$ cat config.mk
export PLATFORM = sky130hd
export DESIGN_NAME = line_edit_buffer_top
export DESIGN_NICKNAME = d
export VERILOG_FILES = /design/src/sv/leb_pkg.sv /design/src/sv/line_edit_buffer_top.sv /design/src/sv/leb_ram.sv /design/src/sv/leb_seq.sv
export SDC_FILE = /design/constraint.sdc
export NUM_CORES = 2
export LEC_CHECK = 0
export BUFFER_PORTS_ARGS = -buffer_cell sky130_fd_sc_hd__buf_2
export CAP_MARGIN = 5
export CORE_MARGIN = 3
export CORE_UTILIZATION = 25
export DETAILED_ROUTE_END_ITERATION = 7
export SYNTH_ARGS = -nofsm -noshare
export SYNTH_HDL_FRONTEND = slang
export SYNTH_SLANG_ARGS = --single-unit
$ cat constraint.sdc
create_clock -name clk -period 5.3 [get_ports clk]
set_input_delay 1.06 -clock clk [delete_from_list [all_inputs] [get_ports clk]]
set_output_delay 1.06 -clock clk [all_outputs]
set_load 0.05 [all_outputs]
$ cat src/sv/leb_pkg.sv
package leb_pkg;

    // Line capacity and the widths that follow from it.
    localparam int LINE_LEN = 256;
    localparam int IDX_W    = $clog2(LINE_LEN);
    localparam int LEN_W    = $clog2(LINE_LEN + 1);
    localparam int CHAR_W   = 8;

    // Operation codes.
    localparam logic [1:0] OP_INSERT    = 2'd0;
    localparam logic [1:0] OP_BACKSPACE = 2'd1;
    localparam logic [1:0] OP_DELETE    = 2'd2;

    // Status codes.
    localparam logic [1:0] ST_DONE     = 2'd0;
    localparam logic [1:0] ST_BOUNDARY = 2'd1;
    localparam logic [1:0] ST_FULL     = 2'd2;
    localparam logic [1:0] ST_UNKNOWN  = 2'd3;

    // Sequencer states.
    typedef enum logic [2:0] {
        S_IDLE,
        S_SHIFT,
        S_INS,
        S_FETCH,
        S_WAIT
    } state_t;

    // Access request from the sequencer to the line store.
    typedef struct packed {
        logic              we;
        logic [IDX_W-1:0]  waddr;
        logic [CHAR_W-1:0] wdata;
        logic              re;
        logic [IDX_W-1:0]  raddr;
    } mem_req_t;

    // One finished result.
    typedef struct packed {
        logic [1:0]        status;
        logic [LEN_W-1:0]  line_length;
        logic [LEN_W-1:0]  new_cursor;
        logic [CHAR_W-1:0] char_at_cursor;
    } res_t;

endpackage

$ cat src/sv/line_edit_buffer_top.sv
// Sequence: after an input transfer the sequencer walks the characters the edit moves
// through the line store one cell per cycle, writes the new character (insert only),
// reads the character at the new cursor and hands the result to the output register
// once that register is free. One item is in work at a time; the next item is taken
// after the previous result has gone into the output register. A new item is taken
// while the previous result still waits in the output register.
// Reset (rst_n, asynchronous, active low) clears the length and the control state;
// the line store itself is not cleared.
module line_edit_buffer_top (
    input  logic                       clk,
    input  logic                       rst_n,
    input  logic                       in_valid,
    output logic                       in_ready,
    input  logic [1:0]                 op,
    input  logic [leb_pkg::CHAR_W-1:0] char_in,
    input  logic [leb_pkg::LEN_W-1:0]  cursor_pos,
    output logic                       out_valid,
    input  logic                       out_ready,
    output logic [1:0]                 status,
    output logic [leb_pkg::LEN_W-1:0]  line_length,
    output logic [leb_pkg::LEN_W-1:0]  new_cursor,
    output logic [leb_pkg::CHAR_W-1:0] char_at_cursor
);

    import leb_pkg::*;

    mem_req_t           mem_req;
    res_t               result;
    res_t               res_reg;
    logic               out_valid_reg;
    logic               done;
    logic               out_free;
    logic [CHAR_W-1:0]  rd_data;

    assign out_free = !out_valid_reg || out_ready;

    leb_seq u_seq (
        .clk        (clk),
        .rst_n      (rst_n),
        .in_valid   (in_valid),
        .in_ready   (in_ready),
        .op         (op),
        .char_in    (char_in),
        .cursor_pos (cursor_pos),
        .out_free   (out_free),
        .done       (done),
        .result     (result),
        .mem_req    (mem_req),
        .rd_data    (rd_data)
    );

    leb_ram #(
        .DEPTH (LINE_LEN),
        .WIDTH (CHAR_W)
    ) u_ram (
        .clk   (clk),
        .we    (mem_req.we),
        .waddr (mem_req.waddr),
        .wdata (mem_req.wdata),
        .re    (mem_req.re),
        .raddr (mem_req.raddr),
        .rdata (rd_data)
    );

    // Output register: holds a result until its transfer.
    always_ff @(posedge clk or negedge rst_n)
    begin
        if (!rst_n)
        begin
            out_valid_reg <= 1'b0;
        end
        else if (done)
        begin
            out_valid_reg <= 1'b1;
        end
        else if (out_ready)
        begin
            out_valid_reg <= 1'b0;
        end
    end

    always_ff @(posedge clk)
    begin
        if (done)
        begin
            res_reg <= result;
        end
    end

    assign out_valid      = out_valid_reg;
    assign status         = res_reg.status;
    assign line_length    = res_reg.line_length;
    assign new_cursor     = res_reg.new_cursor;
    assign char_at_cursor = res_reg.char_at_cursor;

endmodule

$ cat src/sv/leb_ram.sv
module leb_ram #(
    parameter int DEPTH = 256,
    parameter int WIDTH = 8
) (
    input  logic                     clk,
    input  logic                     we,
    input  logic [$clog2(DEPTH)-1:0] waddr,
    input  logic [WIDTH-1:0]         wdata,
    input  logic                     re,
    input  logic [$clog2(DEPTH)-1:0] raddr,
    output logic [WIDTH-1:0]         rdata
);

    logic [WIDTH-1:0] mem [DEPTH];

    // Write port.
    always_ff @(posedge clk)
    begin
        if (we)
        begin
            mem[waddr] <= wdata;
        end
    end

    // Registered read port; the data holds until the next read.
    always_ff @(posedge clk)
    begin
        if (re)
        begin
            rdata <= mem[raddr];
        end
    end

endmodule

$ cat src/sv/leb_seq.sv
module leb_seq (
    input  logic                       clk,
    input  logic                       rst_n,
    input  logic                       in_valid,
    output logic                       in_ready,
    input  logic [1:0]                 op,
    input  logic [leb_pkg::CHAR_W-1:0] char_in,
    input  logic [leb_pkg::LEN_W-1:0]  cursor_pos,
    input  logic                       out_free,
    output logic                       done,
    output leb_pkg::res_t              result,
    output leb_pkg::mem_req_t          mem_req,
    input  logic [leb_pkg::CHAR_W-1:0] rd_data
);

    import leb_pkg::*;

    state_t             state_reg, state_next;
    logic [LEN_W-1:0]   len_reg, len_next;
    logic [LEN_W-1:0]   ncur_reg, ncur_next;
    logic [LEN_W-1:0]   cnt_reg, cnt_next;
    logic [1:0]         st_reg, st_next;
    logic               ins_reg, ins_next;
    logic               up_reg, up_next;
    logic               pend_reg, pend_next;
    logic               hit_reg, hit_next;
    logic [IDX_W-1:0]   rd_addr_reg, rd_addr_next;
    logic [IDX_W-1:0]   wr_addr_reg, wr_addr_next;
    logic [IDX_W-1:0]   cur_reg, cur_next;
    logic [CHAR_W-1:0]  ch_reg, ch_next;

    logic               accept;
    logic [LEN_W-1:0]   clamp;

    assign accept = in_valid && (state_reg == S_IDLE);
    assign clamp  = (cursor_pos > len_reg) ? len_reg : cursor_pos;

    // Next state.
    always_comb
    begin
        state_next = state_reg;
        case (state_reg)
            S_IDLE:
            begin
                if (in_valid)
                begin
                    state_next = S_SHIFT;
                end
            end
            S_SHIFT:
            begin
                if (cnt_reg == '0)
                begin
                    state_next = ins_reg ? S_INS : S_FETCH;
                end
            end
            S_INS:   state_next = S_FETCH;
            S_FETCH: state_next = S_WAIT;
            S_WAIT:
            begin
                if (out_free)
                begin
                    state_next = S_IDLE;
                end
            end
            default: state_next = S_IDLE;
        endcase
    end

    // Outputs: handshake and memory access.
    always_comb
    begin
        in_ready      = 1'b0;
        done          = 1'b0;
        mem_req.we    = 1'b0;
        mem_req.waddr = wr_addr_reg;
        mem_req.wdata = rd_data;
        mem_req.re    = 1'b0;
        mem_req.raddr = rd_addr_reg;
        case (state_reg)
            S_IDLE:  in_ready = 1'b1;
            S_SHIFT:
            begin
                mem_req.we = pend_reg;
                mem_req.re = (cnt_reg != '0);
            end
            S_INS:
            begin
                mem_req.we    = 1'b1;
                mem_req.waddr = cur_reg;
                mem_req.wdata = ch_reg;
            end
            S_FETCH:
            begin
                mem_req.re    = (ncur_reg < len_reg);
                mem_req.raddr = ncur_reg[IDX_W-1:0];
            end
            S_WAIT:  done = out_free;
            default: in_ready = 1'b0;
        endcase
    end

    assign result.status         = st_reg;
    assign result.line_length    = len_reg;
    assign result.new_cursor     = ncur_reg;
    assign result.char_at_cursor = hit_reg ? rd_data : '0;

    // Datapath next values: operation decode on transfer, walk of the tail after it.
    always_comb
    begin
        len_next     = len_reg;
        ncur_next    = ncur_reg;
        cnt_next     = cnt_reg;
        st_next      = st_reg;
        ins_next     = ins_reg;
        up_next      = up_reg;
        pend_next    = pend_reg;
        hit_next     = hit_reg;
        rd_addr_next = rd_addr_reg;
        wr_addr_next = wr_addr_reg;
        cur_next     = cur_reg;
        ch_next      = ch_reg;
        if (accept)
        begin
            ch_next   = char_in;
            cur_next  = clamp[IDX_W-1:0];
            ncur_next = clamp;
            cnt_next  = '0;
            ins_next  = 1'b0;
            up_next   = 1'b0;
            pend_next = 1'b0;
            st_next   = ST_DONE;
            case (op)
                OP_INSERT:
                begin
                    if (len_reg >= LEN_W'(LINE_LEN))
                    begin
                        st_next = ST_FULL;
                    end
                    else
                    begin
                        cnt_next     = len_reg - clamp;
                        rd_addr_next = IDX_W'(len_reg - LEN_W'(1));
                        up_next      = 1'b1;
                        ins_next     = 1'b1;
                        ncur_next    = clamp + LEN_W'(1);
                        len_next     = len_reg + LEN_W'(1);
                    end
                end
                OP_BACKSPACE:
                begin
                    if (clamp == '0)
                    begin
                        st_next = ST_BOUNDARY;
                    end
                    else
                    begin
                        cnt_next     = len_reg - clamp;
                        rd_addr_next = clamp[IDX_W-1:0];
                        ncur_next    = clamp - LEN_W'(1);
                        len_next     = len_reg - LEN_W'(1);
                    end
                end
                OP_DELETE:
                begin
                    if (clamp >= len_reg)
                    begin
                        st_next = ST_BOUNDARY;
                    end
                    else
                    begin
                        cnt_next     = len_reg - clamp - LEN_W'(1);
                        rd_addr_next = IDX_W'(clamp + LEN_W'(1));
                        len_next     = len_reg - LEN_W'(1);
                    end
                end
                default: st_next = ST_UNKNOWN;
            endcase
        end
        else if (state_reg == S_SHIFT)
        begin
            // One cell per cycle: read the next source, write the previous one.
            if (cnt_reg != '0)
            begin
                pend_next    = 1'b1;
                cnt_next     = cnt_reg - LEN_W'(1);
                wr_addr_next = up_reg ? rd_addr_reg + IDX_W'(1) : rd_addr_reg - IDX_W'(1);
                rd_addr_next = up_reg ? rd_addr_reg - IDX_W'(1) : rd_addr_reg + IDX_W'(1);
            end
            else
            begin
                pend_next = 1'b0;
            end
        end
        else if (state_reg == S_FETCH)
        begin
            hit_next = (ncur_reg < len_reg);
        end
    end

    // Control registers.
    always_ff @(posedge clk or negedge rst_n)
    begin
        if (!rst_n)
        begin
            state_reg <= S_IDLE;
            len_reg   <= '0;
            pend_reg  <= 1'b0;
        end
        else
        begin
            state_reg <= state_next;
            len_reg   <= len_next;
            pend_reg  <= pend_next;
        end
    end

    // Payload registers.
    always_ff @(posedge clk)
    begin
        ncur_reg    <= ncur_next;
        cnt_reg     <= cnt_next;
        st_reg      <= st_next;
        ins_reg     <= ins_next;
        up_reg      <= up_next;
        hit_reg     <= hit_next;
        rd_addr_reg <= rd_addr_next;
        wr_addr_reg <= wr_addr_next;
        cur_reg     <= cur_next;
        ch_reg      <= ch_next;
    end

endmodule

==> flow_metrics.py <==
metrics = {
    "synthesis": {
        "yosys_warnings": 0,
        "ys_types": 95,
        "syn_area_um2": 88860,
        "synth_seq_cells": 2152,
        "ys_top_cells_by_area": "edfxtp_1 (72%), nand2_1 (6.8%), nand3_1 (3.2%)",
        "synth_top_area_frac": 0.7225,
        "synthesis.nets": 6533,
        "synth_edf_count": 2138,
        "syn_inst": 6472,
        "synth-main-ff-cell": "edfxtp_1",
        "synthArstFlopShare": 0.006506,
        "synth-seq-area-share": 0.7264,
        "synth_top_area_cell": "edfxtp_1",
        "syn_avg_cell_area_um2": 13.73,
    },
    "final_layout": {
        "final_cells": 11638,
        "drive_above_1_share": 0.1365,
        "largest_reg_flops": 2048,
        "area_growth_pct": 16.64,
        "regMostFlops": "u_ram.mem",
        "fin_nets": 6783,
    },
    "place": {
        "hpwl_um": 169300,
        "place_congestion": 0.8781,
        "dp.cells": 11235,
        "portBuffers": 52,
    },
    "clock_tree": {
        "clock_path_buffers": 3,
        "htreeDepth": 4,
        "cts_tree": "yes",
        "cts_setup_buffers": 0,
        "hold_buffers": 0,
        "cts_buffers": 215,
        "path_clk_slew_ns": 0.07,
        "cts_sinks": 2152,
        "cts_resized": 0,
        "worstSkewPairLatency_ns": 0.87,
        "cts_root_buf": "clkbuf_16",
    },
    "setup_path": {
        "path_delay_family": "compound AO/OA/AOI/OAI gates",
        "path_buf_inv": 2,
        "path_cells": "inv_1 -> ha_1 -> nand4_2 -> or3_4 -> nand2_4 -> nor2_4 -> mux2_2 -> clkinv_1 -> ha_1 -> a21oi_1 -> nand2_1 -> or2_2 -> a21oi_1 -> a2111oi_4 -> o211ai_2 -> a21o_1 -> o31ai_1",
        "required_ns": 5.76,
        "crit_path_end_kind": "flop",
        "critPathLaunchType": "flop",
        "critical-path-max-stage-delay_ns": 0.94,
        "critical_path.max_fanout": 8,
        "worstSetupPathType": "flop to flop",
        "crit_slowest_cell": "o31ai_1",
        "crit_arrival_ns": 5.28,
    },
    "timing": {
        "finalCritPeriodShare": 0.9096,
        "post-route-min-period_ns": 4.821,
        "rsz0062_at_grt": "no",
        "maxSlewViolCount": 0,
        "hold_viol": 0,
        "max_freq_mhz": 207.4,
        "relSlewSlack": 0.1615,
        "finalSetupViolations": 0,
        "clock_skew_ns": 0.06912,
        "tightest_slew_ns": 1.255,
        "holdWs_ns": 0.1457,
    },
    "die": {
        "coreArea_um2": 353200,
        "io_pins": 53,
        "fp-row-count": 218,
        "die_h_um": 602.2,
        "initial_core_util": 0.2516,
        "fp.dieArea_um2": 362600,
        "fp.dieW_um": 602.2,
    },
    "pwr": {
        "p_comb_frac": 0.422,
        "power_frac_seq": 0.347,
        "leakagePower_nw": 34.10,
        "powerDensity_nw_per_um2": 630.6,
        "switching_share": 0.4100,
        "p_int_mw": 38.56,
        "irDropWorstVdd_mv": 0.6110,
        "netSwitchingPower_mw": 26.80,
        "clkPwrFrac": 0.231,
    },
    "global_route": {
        "grt_pass1_wl_um": 393000,
        "grt_pass1_vias": 55193,
        "grt_overflow": 0,
        "track_usage": 0.1447,
        "antenna_found_initial": 11,
        "grt_max_degree": 130,
    },
    "drt": {
        "firstDrtPassIters": 6,
        "postRouteAntennaNets": 0,
        "wl_um": 273200,
        "wl_per_cell_um": 23.47,
        "vias_per_cell": 4.973,
        "vias": 57872,
        "first_iter_violations": 7501,
        "drcViolationCount": 0,
    },
    "outcome": {
        "outcome": "complete, no violations",
    },
    "worst_hold_path": {
        "hold_class": "input pin to asynchronous set/reset pin",
    },
    "run": {
        "cap_violations": 0,
    },
}
cells by family after synthesis:
logic type      Yosys count  share of synthesized area
simple gates           2856                     0.1400
flops                  2152                     0.7264
compound gates          698                    0.05826
buf+inv                 481                    0.02691
mux                     194                    0.03768
xor+xnor                 53                   0.005308
fa+ha+maj                38                   0.005435
metal layers:
| metal | wire, um | track usage | vias up | share of wire |
|---|---|---|---|---|
| li1 | - | - | 24823 | - |
| met1 | 107000 | 0.1918 | 29425 | 0.39 |
| met2 | 127600 | 0.2311 | 3095 | 0.47 |
| met3 | 26820 | 0.02899 | 525 | 0.098 |
| met4 | 11760 | 0.05901 | 4 | 0.043 |
| met5 | 21 | 0 | - | 0.000077 |
stage by stage:
stage / power (mW) / setup WS (ns) / utilization / TNS [ns] / cell area (um^2)
floorplan: 38.71 / 0.06862 / - / 0 / 88860
global placement: 49.84 / -0.03607 / 0.2737 / -0.2882 / 96680
detailed placement: 50.23 / -0.1620 / 0.2737 / -1.295 / 96680
CTS: 65.27 / 0.4909 / 0.2934 / 0 / 103600
global route: 67.77 / 0.1794 / 0.2934 / 0 / 103600
finish: 65.37 / 0.4789 / 0.2934 / 0 / 103700
path summary, 6_finish.rpt:
path | from | end | slack [ns] | cells past startpoint
max | u_seq.len_reg[8]$_DFFE_PN0P_ | u_seq.rd_addr_reg[1]$_DFFE_PP_ | 0.48 | 17
min | rst_n | u_seq.len_reg[1]$_DFFE_PN0P_ | 0.15 | 1
max reg2reg | u_seq.len_reg[8]$_DFFE_PN0P_ | u_seq.rd_addr_reg[1]$_DFFE_PP_ | 0.48 | 17
min reg2reg | u_seq.st_reg[0]$_DFFE_PP_ | status[0]$_DFFE_PP_ | 0.44 | 0
max in group asynchronous | rst_n | u_seq.state_reg[2]$_DFFE_PN0P_ | 4.81 | 1
min in group clk | char_in[3] | u_seq.ch_reg[3]$_DFFE_PP_ | 0.40 | 1
cell type report:
type	count	area, um^2
Fill cell	35066	249600
Sequential cell	2152	64550
Multi-Input combinational cell	3839	22130
Tap cell	4730	5918
Clock buffer	266	5614
Timing Repair Buffer	454	3854
Clock inverter	130	1345
Inverter	60	225.2
Antenna cell	7	17.52
power by group through the flow:
stage | sequential (mW) | combinational, mW | clock [mW]
CTS | 22.7 | 27.3 | 15.3
detailed placement | 23.1 | 27.2 | 0
floorplan | 23.2 | 15.5 | 0
finish | 22.7 | 27.6 | 15.1
global placement | 23.0 | 26.8 | 0
global route | 22.7 | 29.1 | 16.0
placed cells by master (no fill, tap or decap), drive strengths merged, types with 12 or more instances in the layout:
cell and instances:
o31ai 15, xnor2 41, edfxtp 2138, nand3b 12, a22oi 20, buf 454
o22ai 19, nor3 36, ha 37, a221oi 24, a21o 14, nand4 61
xor2 12, o211ai 13, nor2 324, mux4 110, nand2b 26, a31oi 74
mux2i 66, a21oi 104, mux2 18, a32oi 14, and3 144, clkinv 103
and2 15, or3 12, nand2 1606, a211oi 54, clkbuf 266, o2111ai 38
o21ai 77, inv 64, nor4 18, a2111oi 14, dfrtp 14, a311oi 145
bufinv 21, nand3 569
worst reg2reg max path, cell delays in order, from the launching register on:
cell       delay (ns)
dfrtp_1          0.34
inv_1            0.16
ha_1             0.39
nand4_2          0.19
or3_4            0.44
nand2_4          0.08
nor2_4           0.06
mux2_2           0.26
clkinv_1         0.09
ha_1             0.34
a21oi_1          0.09
nand2_1          0.13
or2_2            0.13
a21oi_1          0.12
a2111oi_4        0.27
o211ai_2         0.17
a21o_1           0.23
o31ai_1          0.94
synth_stat cells (9+ instances only):
master     number
o2111ai_1      38
a2111oi_0      13
o21ai_0        70
a31oi_1        74
or3_1          11
mux4_2        110
o22ai_1        18
mux2_2         16
nand2b_1       25
o211ai_1       10
nand3_1       569
xnor2_1        40
a221oi_1       24
clkbuf_1      111
a21oi_1        99
a311oi_1      145
xor2_1         12
a31o_2          9
nor3_1         34
buf_2         213
a21o_1         13
edfxtp_1     2138
nor2_1        318
mux2i_1        66
a32oi_1        14
nor4_1         16
inv_1          55
nand2_1      1605
nand4_1        60
buf_1          25
o31ai_1        15
and3_1        144
nand3b_1       11
and2_1         14
buf_6          13
a22oi_1        20
buf_4          59
nor2b_1         9
a211oi_1       54
dfrtp_1        14
ha_1           37
Note: power is estimated with default switching activity, not from simulation.
